**config.mk**
```make
export PLATFORM = sky130hd
export DESIGN_NAME = sparse_word_bitset_table_flat
export DESIGN_NICKNAME = d
export VERILOG_FILES = /design/src/hw/rtl/swbt_pkg.sv /design/src/hw/rtl/swbt_if.sv /design/src/hw/rtl/swbt_mem.sv /design/src/hw/rtl/swbt_ctrl.sv /design/src/hw/rtl/sparse_word_bitset_table.sv /design/src/flat_wrapper.sv
export SDC_FILE = /design/constraint.sdc
export NUM_CORES = 1
export LEC_CHECK = 0
export ABC_AREA = 1
export BUFFER_PORTS_ARGS = -buffer_cell sky130_fd_sc_hd__clkbuf_2
export CORE_MARGIN = 2
export CORE_UTILIZATION = 30
export DETAILED_ROUTE_END_ITERATION = 6
export HOLD_SLACK_MARGIN = 0.03
export SETUP_SLACK_MARGIN = 0.4
export SYNTH_ARGS = -nofsm -noshare
export SYNTH_HDL_FRONTEND = slang
export SYNTH_SLANG_ARGS = --single-unit
export TNS_END_PERCENT = 50
```
**constraint.sdc**
```tcl
create_clock -name clk -period 6.7 [get_ports clk]
set_clock_uncertainty 0.1 [all_clocks]
set_input_delay 1.34 -clock clk [delete_from_list [all_inputs] [get_ports clk]]
set_output_delay 1.34 -clock clk [all_outputs]
set_load 0.05 [all_outputs]
```
**src/hw/rtl/swbt_pkg.sv**
```systemverilog
// ============================================================================
// swbt_pkg
// Shared types, codes and field widths for the sparse word bitset table.
// ============================================================================
package swbt_pkg;

    // Default sizing of the table
    localparam int SWBT_ENTRIES      = 16;
    localparam int SWBT_ELEMENT_BITS = 16;

    // Fixed field widths
    localparam int OP_W       = 2;
    localparam int ELEMENT_W  = 16;
    localparam int TAG_W      = 11;
    localparam int MASK_W     = 32;
    localparam int BIT_SHIFT  = 5;

    // Operation codes
    typedef enum logic [OP_W-1:0] {
        OP_ADD    = 2'd0,
        OP_REMOVE = 2'd1,
        OP_CLEAR  = 2'd2,
        OP_DUMP   = 2'd3
    } opcode_t;

    // Status codes
    localparam logic STATUS_OK   = 1'b0;
    localparam logic STATUS_FULL = 1'b1;

    // One stored table entry
    typedef struct packed {
        logic [TAG_W-1:0]  tag;
        logic [MASK_W-1:0] mask;
    } entry_t;

endpackage

```
**src/hw/rtl/swbt_if.sv**
```systemverilog
// ============================================================================
// swbt_if
// Valid/ready channels: command words in, result words out.
// ============================================================================
interface swbt_cmd_if
    import swbt_pkg::*;
();
    logic                 valid;
    logic                 ready;
    logic [OP_W-1:0]      opcode;
    logic [ELEMENT_W-1:0] element;
    logic [TAG_W-1:0]     word_number;
    logic [MASK_W-1:0]    clear_bits;

    modport source (output valid, opcode, element, word_number, clear_bits,
                    input ready);
    modport sink   (input valid, opcode, element, word_number, clear_bits,
                    output ready);
endinterface

interface swbt_rsp_if
    import swbt_pkg::*;
();
    logic              valid;
    logic              ready;
    logic [TAG_W-1:0]  entry_word;
    logic [MASK_W-1:0] entry_bits;
    logic              entry_valid;
    logic              status;
    logic              last;

    modport source (output valid, entry_word, entry_bits, entry_valid, status, last,
                    input ready);
    modport sink   (input valid, entry_word, entry_bits, entry_valid, status, last,
                    output ready);
endinterface

```
**src/hw/rtl/swbt_mem.sv**
```systemverilog
// ============================================================================
// swbt_mem
// Entry memory: one write port, one read port, registered read data.
// ============================================================================
module swbt_mem
    import swbt_pkg::*;
#(
    parameter int DEPTH  = SWBT_ENTRIES,
    parameter int ADDR_W = 4
)
(
    input  logic              clk,
    input  logic              we,
    input  logic [ADDR_W-1:0] waddr,
    input  entry_t            wdata,
    input  logic              re,
    input  logic [ADDR_W-1:0] raddr,
    output entry_t            rdata
);

    entry_t mem [DEPTH];
    entry_t rdata_reg;

    // Write one entry
    always_ff @(posedge clk)
    begin
        if (we)
        begin
            mem[waddr] <= wdata;
        end
    end

    // Read one entry, hold the data until the next read
    always_ff @(posedge clk)
    begin
        if (re)
        begin
            rdata_reg <= mem[raddr];
        end
    end

    assign rdata = rdata_reg;

endmodule

```
**src/hw/rtl/swbt_ctrl.sv**
```systemverilog
// ============================================================================
// swbt_ctrl
// Sequencer: walks the entry memory to find, append, modify, erase and dump entries,
// and holds the result word in an output register.
// ============================================================================
module swbt_ctrl
    import swbt_pkg::*;
#(
    parameter int ENTRIES      = SWBT_ENTRIES,
    parameter int ELEMENT_BITS = SWBT_ELEMENT_BITS,
    parameter int IDX_W        = 4,
    parameter int CNT_W        = 5
)
(
    input  logic             clk,
    input  logic             rst_n,
    swbt_cmd_if.sink         cmd,
    swbt_rsp_if.source       rsp,
    output logic             mem_we,
    output logic [IDX_W-1:0] mem_waddr,
    output entry_t           mem_wdata,
    output logic             mem_re,
    output logic [IDX_W-1:0] mem_raddr,
    input  entry_t           mem_rdata
);

    localparam int USED_BITS = (ELEMENT_BITS < ELEMENT_W) ? ELEMENT_BITS : ELEMENT_W;
    localparam logic [ELEMENT_W-1:0] ELEM_MASK =
        ELEMENT_W'((64'd1 << USED_BITS) - 64'd1);
    localparam logic [CNT_W-1:0] CNT_FULL = CNT_W'(ENTRIES);

    typedef enum logic [2:0] {
        S_IDLE,
        S_LOOK,
        S_CHECK,
        S_SHIFT,
        S_MOVE
    } state_t;

    state_t            state_reg, state_next;
    opcode_t           op_reg, op_next;
    logic [TAG_W-1:0]  tag_reg, tag_next;
    logic [MASK_W-1:0] bits_reg, bits_next;
    logic [CNT_W-1:0]  idx_reg, idx_next;
    logic [CNT_W-1:0]  cnt_reg, cnt_next;

    logic              out_valid_reg, out_valid_next;
    logic [TAG_W-1:0]  out_word_reg, out_word_next;
    logic [MASK_W-1:0] out_bits_reg, out_bits_next;
    logic              out_entry_valid_reg, out_entry_valid_next;
    logic              out_status_reg, out_status_next;
    logic              out_last_reg, out_last_next;

    logic [ELEMENT_W-1:0] elem_used;
    logic [CNT_W-1:0]     idx_plus;
    logic [MASK_W-1:0]    new_mask;
    logic                 out_free;
    logic                 hit;

    assign elem_used = cmd.element & ELEM_MASK;
    assign idx_plus  = idx_reg + CNT_W'(1);
    assign out_free  = !out_valid_reg || rsp.ready;
    assign hit       = (mem_rdata.tag == tag_reg);
    assign new_mask  = (op_reg == OP_ADD) ? (mem_rdata.mask | bits_reg)
                                          : (mem_rdata.mask & ~bits_reg);

    assign cmd.ready = (state_reg == S_IDLE);

    // Sequence the table walk
    always_comb
    begin
        state_next           = state_reg;
        op_next              = op_reg;
        tag_next             = tag_reg;
        bits_next            = bits_reg;
        idx_next             = idx_reg;
        cnt_next             = cnt_reg;
        out_valid_next       = out_valid_reg && !rsp.ready;
        out_word_next        = out_word_reg;
        out_bits_next        = out_bits_reg;
        out_entry_valid_next = out_entry_valid_reg;
        out_status_next      = out_status_reg;
        out_last_next        = out_last_reg;
        mem_we               = 1'b0;
        mem_waddr            = idx_reg[IDX_W-1:0];
        mem_wdata            = mem_rdata;
        mem_re               = 1'b0;
        mem_raddr            = idx_reg[IDX_W-1:0];

        case (state_reg)
            S_IDLE:
            begin
                // Latch the command word
                if (cmd.valid)
                begin
                    op_next  = opcode_t'(cmd.opcode);
                    idx_next = '0;
                    if (opcode_t'(cmd.opcode) == OP_CLEAR)
                    begin
                        tag_next  = cmd.word_number;
                        bits_next = cmd.clear_bits;
                    end
                    else
                    begin
                        tag_next  = elem_used[ELEMENT_W-1:BIT_SHIFT];
                        bits_next = MASK_W'(1) << elem_used[BIT_SHIFT-1:0];
                    end
                    state_next = S_LOOK;
                end
            end

            S_LOOK:
            begin
                if (idx_reg == cnt_reg)
                begin
                    // End of table without a match
                    if (out_free)
                    begin
                        out_valid_next       = 1'b1;
                        out_word_next        = '0;
                        out_bits_next        = '0;
                        out_entry_valid_next = 1'b0;
                        out_status_next      = STATUS_OK;
                        out_last_next        = 1'b1;
                        if (op_reg == OP_ADD)
                        begin
                            if (cnt_reg < CNT_FULL)
                            begin
                                mem_we         = 1'b1;
                                mem_waddr      = cnt_reg[IDX_W-1:0];
                                mem_wdata.tag  = tag_reg;
                                mem_wdata.mask = bits_reg;
                                cnt_next       = cnt_reg + CNT_W'(1);
                            end
                            else
                            begin
                                out_status_next = STATUS_FULL;
                            end
                        end
                        state_next = S_IDLE;
                    end
                end
                else
                begin
                    mem_re     = 1'b1;
                    state_next = S_CHECK;
                end
            end

            S_CHECK:
            begin
                if (op_reg == OP_DUMP)
                begin
                    // Emit one entry per visit
                    if (out_free)
                    begin
                        out_valid_next       = 1'b1;
                        out_word_next        = mem_rdata.tag;
                        out_bits_next        = mem_rdata.mask;
                        out_entry_valid_next = 1'b1;
                        out_status_next      = STATUS_OK;
                        out_last_next        = (idx_plus == cnt_reg);
                        idx_next             = idx_plus;
                        state_next           = (idx_plus == cnt_reg) ? S_IDLE : S_LOOK;
                    end
                end
                else if (hit)
                begin
                    if (new_mask == '0)
                    begin
                        state_next = S_SHIFT;
                    end
                    else if (out_free)
                    begin
                        // Write back the modified mask
                        mem_we               = 1'b1;
                        mem_wdata.mask       = new_mask;
                        out_valid_next       = 1'b1;
                        out_word_next        = '0;
                        out_bits_next        = '0;
                        out_entry_valid_next = 1'b0;
                        out_status_next      = STATUS_OK;
                        out_last_next        = 1'b1;
                        state_next           = S_IDLE;
                    end
                end
                else
                begin
                    idx_next   = idx_plus;
                    state_next = S_LOOK;
                end
            end

            S_SHIFT:
            begin
                if (idx_plus == cnt_reg)
                begin
                    // Drop the tail entry
                    if (out_free)
                    begin
                        cnt_next             = cnt_reg - CNT_W'(1);
                        out_valid_next       = 1'b1;
                        out_word_next        = '0;
                        out_bits_next        = '0;
                        out_entry_valid_next = 1'b0;
                        out_status_next      = STATUS_OK;
                        out_last_next        = 1'b1;
                        state_next           = S_IDLE;
                    end
                end
                else
                begin
                    mem_re     = 1'b1;
                    mem_raddr  = idx_plus[IDX_W-1:0];
                    state_next = S_MOVE;
                end
            end

            S_MOVE:
            begin
                // Move the next entry down one place
                mem_we     = 1'b1;
                idx_next   = idx_plus;
                state_next = S_SHIFT;
            end

            default:
            begin
                state_next = S_IDLE;
            end
        endcase
    end

    // Hold state and the result register
    always_ff @(posedge clk or negedge rst_n)
    begin
        if (!rst_n)
        begin
            state_reg           <= S_IDLE;
            op_reg              <= OP_ADD;
            tag_reg             <= '0;
            bits_reg            <= '0;
            idx_reg             <= '0;
            cnt_reg             <= '0;
            out_valid_reg       <= 1'b0;
            out_word_reg        <= '0;
            out_bits_reg        <= '0;
            out_entry_valid_reg <= 1'b0;
            out_status_reg      <= STATUS_OK;
            out_last_reg        <= 1'b0;
        end
        else
        begin
            state_reg           <= state_next;
            op_reg              <= op_next;
            tag_reg             <= tag_next;
            bits_reg            <= bits_next;
            idx_reg             <= idx_next;
            cnt_reg             <= cnt_next;
            out_valid_reg       <= out_valid_next;
            out_word_reg        <= out_word_next;
            out_bits_reg        <= out_bits_next;
            out_entry_valid_reg <= out_entry_valid_next;
            out_status_reg      <= out_status_next;
            out_last_reg        <= out_last_next;
        end
    end

    assign rsp.valid       = out_valid_reg;
    assign rsp.entry_word  = out_word_reg;
    assign rsp.entry_bits  = out_bits_reg;
    assign rsp.entry_valid = out_entry_valid_reg;
    assign rsp.status      = out_status_reg;
    assign rsp.last        = out_last_reg;

    // Table never grows past its capacity
    a_cnt_bound: assert property (@(posedge clk) disable iff (!rst_n)
        cnt_reg <= CNT_FULL)
        else $error("entry count exceeds capacity");

    // Count moves by at most one per cycle
    a_cnt_step: assert property (@(posedge clk) disable iff (!rst_n)
        (cnt_reg != $past(cnt_reg)) |->
            ((cnt_reg == $past(cnt_reg) + CNT_W'(1)) ||
             (cnt_reg == $past(cnt_reg) - CNT_W'(1))))
        else $error("entry count jumped");

    // Read data is used only after a read was issued
    a_check_after_read: assert property (@(posedge clk) disable iff (!rst_n)
        (state_reg == S_CHECK) |->
            (($past(state_reg) == S_LOOK) || ($past(state_reg) == S_CHECK)))
        else $error("check without a preceding read");

    a_move_after_read: assert property (@(posedge clk) disable iff (!rst_n)
        (state_reg == S_MOVE) |-> ($past(state_reg) == S_SHIFT))
        else $error("move without a preceding read");

    // Modify and compaction writes stay inside the live table
    a_write_live: assert property (@(posedge clk) disable iff (!rst_n)
        (mem_we && (state_reg != S_LOOK)) |-> (idx_reg < cnt_reg))
        else $error("write beyond live entries");

endmodule

```
**src/hw/rtl/sparse_word_bitset_table.sv**
```systemverilog
// ============================================================================
// sparse_word_bitset_table
// Sparse set of element numbers kept as an ordered, compacted table of
// (word index, 32-bit mask) entries in a single-port-read entry memory.
//
//   channel | dir | words per command       | contents
//   cmd     | in  | 1                       | opcode, element, word_number, clear_bits
//   rsp     | out | 1, or one per entry     | entry_word, entry_bits, entry_valid,
//           |     | on a dump               | status, last
//
// Steps: accept the command, then for each entry visited a memory read
// (S_LOOK) and a compare (S_CHECK); the search stops at the matching word,
// and a miss ends with a final S_LOOK step at the end of the table. An
// erase then moves each later entry down (read in S_SHIFT, write in S_MOVE)
// and drops the tail. A dump emits every entry, or one empty word if none.
// Reset clears the count and control state; memory needs no clearing pass.
// The result register lets a command be accepted while a word still waits;
// the walk pauses whenever it must emit and rsp is stalled.
// ============================================================================
module sparse_word_bitset_table
    import swbt_pkg::*;
#(
    parameter int ENTRIES      = SWBT_ENTRIES,
    parameter int ELEMENT_BITS = SWBT_ELEMENT_BITS
)
(
    input  logic        clk,
    input  logic        rst_n,
    swbt_cmd_if.sink    cmd,
    swbt_rsp_if.source  rsp
);

    localparam int IDX_W = (ENTRIES > 1) ? $clog2(ENTRIES) : 1;
    localparam int CNT_W = $clog2(ENTRIES + 1);

    logic             mem_we;
    logic [IDX_W-1:0] mem_waddr;
    entry_t           mem_wdata;
    logic             mem_re;
    logic [IDX_W-1:0] mem_raddr;
    entry_t           mem_rdata;

    // Walk and result control
    swbt_ctrl #(
        .ENTRIES      (ENTRIES),
        .ELEMENT_BITS (ELEMENT_BITS),
        .IDX_W        (IDX_W),
        .CNT_W        (CNT_W)
    ) u_ctrl (
        .clk       (clk),
        .rst_n     (rst_n),
        .cmd       (cmd),
        .rsp       (rsp),
        .mem_we    (mem_we),
        .mem_waddr (mem_waddr),
        .mem_wdata (mem_wdata),
        .mem_re    (mem_re),
        .mem_raddr (mem_raddr),
        .mem_rdata (mem_rdata)
    );

    // Entry storage
    swbt_mem #(
        .DEPTH  (ENTRIES),
        .ADDR_W (IDX_W)
    ) u_mem (
        .clk   (clk),
        .we    (mem_we),
        .waddr (mem_waddr),
        .wdata (mem_wdata),
        .re    (mem_re),
        .raddr (mem_raddr),
        .rdata (mem_rdata)
    );

endmodule
```
**src/flat_wrapper.sv**
```systemverilog
// flat-port wrapper written by rule: the top's interface ports become plain ports
module sparse_word_bitset_table_flat import swbt_pkg::*;
#(
    parameter int ENTRIES      = SWBT_ENTRIES,
    parameter int ELEMENT_BITS = SWBT_ELEMENT_BITS
)
  (clk, rst_n, cmd_valid, cmd_opcode, cmd_element, cmd_word_number, cmd_clear_bits, cmd_ready, rsp_valid, rsp_entry_word, rsp_entry_bits, rsp_entry_valid, rsp_status, rsp_last, rsp_ready);
  swbt_cmd_if cmd_i ();
  swbt_rsp_if rsp_i ();
  input  logic clk;
  input  logic rst_n;
  input wire logic [$bits(cmd_i.valid)-1:0] cmd_valid;
  input wire logic [$bits(cmd_i.opcode)-1:0] cmd_opcode;
  input wire logic [$bits(cmd_i.element)-1:0] cmd_element;
  input wire logic [$bits(cmd_i.word_number)-1:0] cmd_word_number;
  input wire logic [$bits(cmd_i.clear_bits)-1:0] cmd_clear_bits;
  output wire logic [$bits(cmd_i.ready)-1:0] cmd_ready;
  output wire logic [$bits(rsp_i.valid)-1:0] rsp_valid;
  output wire logic [$bits(rsp_i.entry_word)-1:0] rsp_entry_word;
  output wire logic [$bits(rsp_i.entry_bits)-1:0] rsp_entry_bits;
  output wire logic [$bits(rsp_i.entry_valid)-1:0] rsp_entry_valid;
  output wire logic [$bits(rsp_i.status)-1:0] rsp_status;
  output wire logic [$bits(rsp_i.last)-1:0] rsp_last;
  input wire logic [$bits(rsp_i.ready)-1:0] rsp_ready;
  assign cmd_i.valid = cmd_valid;
  assign cmd_i.opcode = cmd_opcode;
  assign cmd_i.element = cmd_element;
  assign cmd_i.word_number = cmd_word_number;
  assign cmd_i.clear_bits = cmd_clear_bits;
  assign cmd_ready = cmd_i.ready;
  assign rsp_valid = rsp_i.valid;
  assign rsp_entry_word = rsp_i.entry_word;
  assign rsp_entry_bits = rsp_i.entry_bits;
  assign rsp_entry_valid = rsp_i.entry_valid;
  assign rsp_status = rsp_i.status;
  assign rsp_last = rsp_i.last;
  assign rsp_i.ready = rsp_ready;
  sparse_word_bitset_table #(.ENTRIES(ENTRIES), .ELEMENT_BITS(ELEMENT_BITS)) u_core (.clk(clk), .rst_n(rst_n), .cmd(cmd_i), .rsp(rsp_i));
endmodule
```
==> metrics, run 1 <==
post_cts resized=0; Critical Path Max Stage Delay=700 ps; min Tclk post-route=between 4000 and 5000 ps; Netlist cell types=39; top_reg_cell synth=edfxtp_1; num rows=133; vias in the first global route=around 27,000; relative slew slack=19.4%; Syn Area/Cell=9.49 µm²; fin nets=4,258; GRT overflow=0; Synth Net Count=4,245; first-pass GRT wire length=172 mm; DR iter-0 viols=roughly 3,200; Root Driver=clkbuf_16; CTS buffer count=86; final period utilization=70.3%; I/O Buffers=between 100 and 150; Starting Density=30.2%; Area Growth Syn to Fin=13.2%; Reg area=24,600 µm²; Synth warnings=0; CP Max Fanout=between 80 and 90; # setup viols final=0; Min Hold Slack=380 ps; flop and latch count out of synthesis=836; DR vias/cell=just under 5; clk buf depth=3; unrepaired setup endpoints after global routing=false; CTS sink count=836; critical path's most frequent cell=nand2_1; PwrDens=428 nW/µm²; global placer's final weighted congestion=0.866; max reg flops=688; Hold Path Class=register to register; ant diodes=0; Worst Path Required=7010 ps; drt total wl=around 110 mm; CP endpoint kind=register; measured slew at the worst slew-check pin=1210 ps; top cell type's share of synthesized area=between 50% and 60%; Die ar.=135,000 µm²; Tot GR Track Use=between 15 and 20%; share of layout cells above drive strength 1=between 8 and 9%; antenna violations before repair=3; maximum VDD drop=0.000496 V; clock-pin slew on the worst setup and hold paths=60 ps; leakage power=19.4 nW; Final Power=19.2 mW; Remaining DRCs=0; Multi-input gate area=11,000 µm²; Crit path max-delay family=simple AND/OR/NAND/NOR gates; max-cap violation count=0; vias=between 20,000 and 30,000; CP Class=register to register; number of synthesized flops with an enable pin=731; dpl ws=2040 ps; setup TNS=0 ps; wire length per cell=18.8 µm; register area share after synthesis=a little over 60%; Util after Layout=between 30% and 40%; Die W=367 µm; hpwl dp=63.4 mm; worst reg-to-reg setup slack=1990 ps; H-tree levels=3; Final Hold Viols=0; Setup WS post-layout=1990 ps; crit path cell chain=ha_1, inv_1, nand2_1, nand2_1, nor2_1, nand2_1, nor2_1, nand2_2, nand2_2, nand2_4, nand2_8, buf_12, nand2_1, nand3_1, nand3_1, nand3_1, nand2_1; Max Freq=about 0.21 GHz; top cells by count, synth=nand2_1 (919), nand3_1 (877), inv_1 (818); slowest cell on the critical path=nand2_8; Final Slew Violations=0; top cells by area, synth=edfxtp_1 (55%), nand3_1 (11%), nand2_1 (8.7%); Pre-antenna DRT Iters=6; Die H=367 µm; count of boundary I/O pins=around 110; # Post-CTS Setup Buffers=0; top cell type by total area after synthesis=edfxtp_1; Post-CTS Hold Fix Bufs=0; Fillers=roughly 13,000; count leader, synth=nand2_1; CTS tree=done; crit start category=register; Core Box Area=131,000 µm²; Mapped Cells=4,175; mapped cell area=39,600 µm²; fraction of registers with async set/reset=12.6%; pin count of the biggest net entering global routing=173; Routed Antenna Nets=0; WP data arrival=5020 ps; worst skew pair latency=670 ps; crit path buf inv count=2; status=completed
[area by class of cell]
type,instances,area share (%)
Clock inverter,42,0.963
Multi-Input combinational cell,2272,24.6
Clock buffer,115,5.22
Timing Repair Buffer,167,2.62
Inverter,825,6.92
Tap cell,1755,4.90
Sequential cell,836,54.8
[metal layers]
layer / wire (µm) / global-route usage [%]
met5: 0 / 0
met1: 50300 / 23.3
met2: 51700 / 26.1
met4: 2290 / 4.45
met3: 9030 / 2.26
[cell families (layout without fill, tap and decap cells)]
| kind of cell | count (synthesis) | count (layout) | synth area share, % |
|---|---|---|---|
| simple gates | 1986 | 1986 | 22.4 |
| buf+inv | 1067 | 1149 | 10.9 |
| flops | 836 | 836 | 62.1 |
| compound gates | 258 | 258 | 3.88 |
| xor+xnor | 15 | 15 | 0.332 |
| mux | 8 | 8 | 0.227 |
| fa+ha+maj | 5 | 5 | 0.177 |
[tightest hold or removal path: cells and delay by family, from the launching register on]
family | cells | cell delay, ps
and+or+nand+nor | 2 | 110
DFF | 1 | 350
[through the flow]
stage	cells	instance area, µm²
2_1_floorplan	4175	39600
3_3_place_gp	5855	42100
3_5_place_dp	5855	42100
6_report	6012	44800
4_1_cts	6012	44800
5_1_grt	6012	44800
[report_power, final]
| group | total, mW | switching [mW] | internal (mW) |
|---|---|---|---|
| Combinational | 6.67 | 5.12 | 1.55 |
| Sequential | 7.73 | 0.464 | 7.26 |
| Clock | 4.80 | 2.06 | 2.73 |
[cell usage in the layout, fill, tap and decap left out, types with 10 or more instances in the layout]
cell / instances
a21oi_1: 11
a21oi_4: 16
a22oi_1: 32
buf_12: 16
buf_4: 40
clkbuf_1: 21
clkbuf_16: 86
clkbuf_2: 111
clkinv_1: 10
clkinv_2: 17
dfrtp_1: 105
edfxtp_1: 731
inv_1: 818
nand2_1: 917
nand2_2: 10
nand3_1: 876
nand3b_1: 43
nand4_1: 36
nor2_1: 75
nor3_1: 11
o21a_1: 15
o21ai_0: 100
o22ai_1: 67
o31ai_1: 11
xor2_1: 10
[final timing paths]
check                                              start  depth (start not counted)                          endpoint
setup / recovery                u_core.u_ctrl.idx_reg[0]                         17            u_core.u_mem.rdata[23]
min in group asynchronous                          rst_n                          1         u_core.u_ctrl.tag_reg[10]
setup reg to reg                u_core.u_ctrl.idx_reg[0]                         17            u_core.u_mem.rdata[23]
hold / removal             u_core.u_ctrl.rsp.entry_valid                          2     u_core.u_ctrl.rsp.entry_valid
hold reg to reg            u_core.u_ctrl.rsp.entry_valid                          2     u_core.u_ctrl.rsp.entry_valid
max in group asynchronous                          rst_n                          2  u_core.u_ctrl.rsp.entry_bits[16]
Note: power is estimated with default switching activity, not from simulation.
==> run 2, diff against run 1 <==
==> constraint.sdc (replaced) <==
create_clock -name clk -period 4 [get_ports clk]
set_clock_uncertainty 0.1 [all_clocks]
set_input_delay 0.8 -clock clk [delete_from_list [all_inputs] [get_ports clk]]
set_output_delay 0.8 -clock clk [all_outputs]
set_load 0.05 [all_outputs]
==> metrics, run 2 (synthesis gave the netlist of run 1 again) <==
routing usage on met1=23.4%; min Tclk post-route=3400 ps; CTS tree=done; FF-to-FF End=u_core.u_mem.mem[5][17]; global placer's final weighted congestion=0.905; count of boundary I/O pins=113; WP data arrival=3580 ps; GR met2 Demand/Resource=26.3%; Hold Path Class=input port to async pin; Remaining DRCs=0; DR vias/cell=4.86; commonest non-fill, non-tap cell in the layout=nand2_1; crit start category=register; PwrDens=approximately 710 nW/µm²; Min Hold Slack=148 ps; cell count after placement=5,902; vias in the first global route=about 27,000; Root Driver=clkbuf_16; Tot GR Track Use=16.4%; max-cap violation count=0; Final Hold Viols=0; Fillers=13,100; CTS buffer count=86; H-tree levels=3; Die ar.=135,000 µm²; Final Power=approximately 32 mW; slowest cell on the critical path=buf_4; Core Box Area=approximately 130,000 µm²; leakage power=between 15 and 20 nW; critical path's most frequent cell=nand2_1; status=completed; CTS sink count=836; # setup viols final=0; first-pass GRT wire length=172 mm; worst skew pair latency=around 660 ps; num rows=133; Area Growth Syn to Fin=14.9%; GRT overflow=0; Die W=roughly 370 µm; met3 Use GR=2.09%; max reg flops=688; CP Max Fanout=25; setup TNS=0 ps; fin nets=4,313; Routed Antenna Nets=0; FF-to-FF Start=u_core.u_ctrl.idx_reg[0]; hpwl dp=65.0 mm; drt total wl=113 mm; Critical Path Max Stage Delay=about 510 ps; Pre-antenna DRT Iters=6; crit path cell chain=buf_4, inv_4, nand2_1, nand2_1, and3_1, nand2_1, inv_1, nand3_1, inv_1, nand2_1, nand2_1, inv_1, buf_4, a21oi_4, buf_4; Starting Density=30.2%; vias=around 29,000; DR iter-0 viols=between 3,000 and 4,000; measured slew at the worst slew-check pin=approximately 980 ps; maximum VDD drop=0.000652 V; clock-pin slew on the worst setup and hold paths=60 ps; Max Freq=0.294 GHz; antenna violations before repair=1; I/O Buffers=112; Worst Path Required=4180 ps; share of layout cells above drive strength 1=9.24%; wire length per cell=roughly 19 µm; Final Slew Violations=0; layer with the highest usage=met2; Placement Cell Area=roughly 43,000 µm²; unrepaired setup endpoints after global routing=true; ant diodes=0; most frequent cells in the layout=nand2_1 (915), nand3_1 (876), inv_1 (818); design area=45,500 µm²; CP Class=register to register; cells on worst reg2reg path=15; Die H=367 µm; worst reg-to-reg setup slack=600 ps; clk buf depth=3; pin count of the biggest net entering global routing=115; Non-Filler Instances=6,062; final period utilization=85.0%; CP endpoint kind=register; relative slew slack=34.3%
-- run 2: changes by cell type in the layout (fill, tap and decap cells not counted), sizes merged --
cell / delta
buf: +55
bufinv: -1
clkbuf: -1
clkinv: -4
clkinvlp: +1
-- run 2: layout make-up --
cell class              count  area (µm²)  area share [%]
flip-flops and latches    836       24600            54.0
multi-input cells        2272       11000            24.2
inverters                 825        3100            6.81
clock buffers             114        2340            5.15
well taps                1755        2200            4.83
repair buffers            222        1890            4.15
clock inverters            38         369           0.811
-- run 2: what timing repair did --
| action | in CTS | in global routing |
|---|---|---|
| pin swaps | 1 | 1 |
| cloned | 0 | 0 |
| hold buffers | 0 | 0 |
| buffers inserted | 6 | 2 |
| setup endpoints to repair | 3 | 141 |
| resized for setup | 0 | 3 |
-- run 2: worst max-delay path, delay by kind of cell (launching register included) --
| kind | cells | cell delay [ps] |
|---|---|---|
| buffers and inverters | 7 | 1730 |
| flip-flops | 1 | 380 |
| AND/OR/NAND/NOR | 7 | 600 |
| AO/OA/AOI/OAI | 1 | 170 |
-- run 2: worst max path at each step --
stage / from / depth (start not counted) / slack [ps] / end
after floorplan: rsp_ready / 9 / -410 / u_core.u_mem.mem[4][0]
after global placement: u_core.u_ctrl.idx_reg[1] / 15 / 450 / u_core.u_mem.rdata[10]
after detailed placement: u_core.u_ctrl.idx_reg[1] / 15 / 390 / u_core.u_mem.rdata[40]
after CTS: u_core.u_ctrl.idx_reg[1] / 16 / 440 / u_core.u_mem.rdata[10]
after global routing: u_core.u_ctrl.idx_reg[1] / 17 / 370 / u_core.u_mem.rdata[10]
final: u_core.u_ctrl.idx_reg[0] / 15 / 600 / u_core.u_mem.mem[5][17]
-- run 2: routing by layer --
metal | vias up | part of all wire, %
li1 | 13900 | -
met1 | 14300 | 45
met4 | 0 | 2.1
met2 | 1197 | 45
met5 | - | 0
met3 | 148 | 7.7
-- run 2: where the power goes --
group	switching [mW]	internal, mW
logic	8.60	3.01
registers	0.790	12.1
clock network	3.35	4.50
-- run 2: metrics by stage --
| stage | util [%] | setup WS (ps) |
|---|---|---|
| after floorplan | - | -408 |
| after global placement | 32.5 | 446 |
| after detailed placement | 32.5 | 388 |
| after CTS | 34.6 | 444 |
| after global routing | 34.7 | 365 |
| final | 34.7 | 602 |
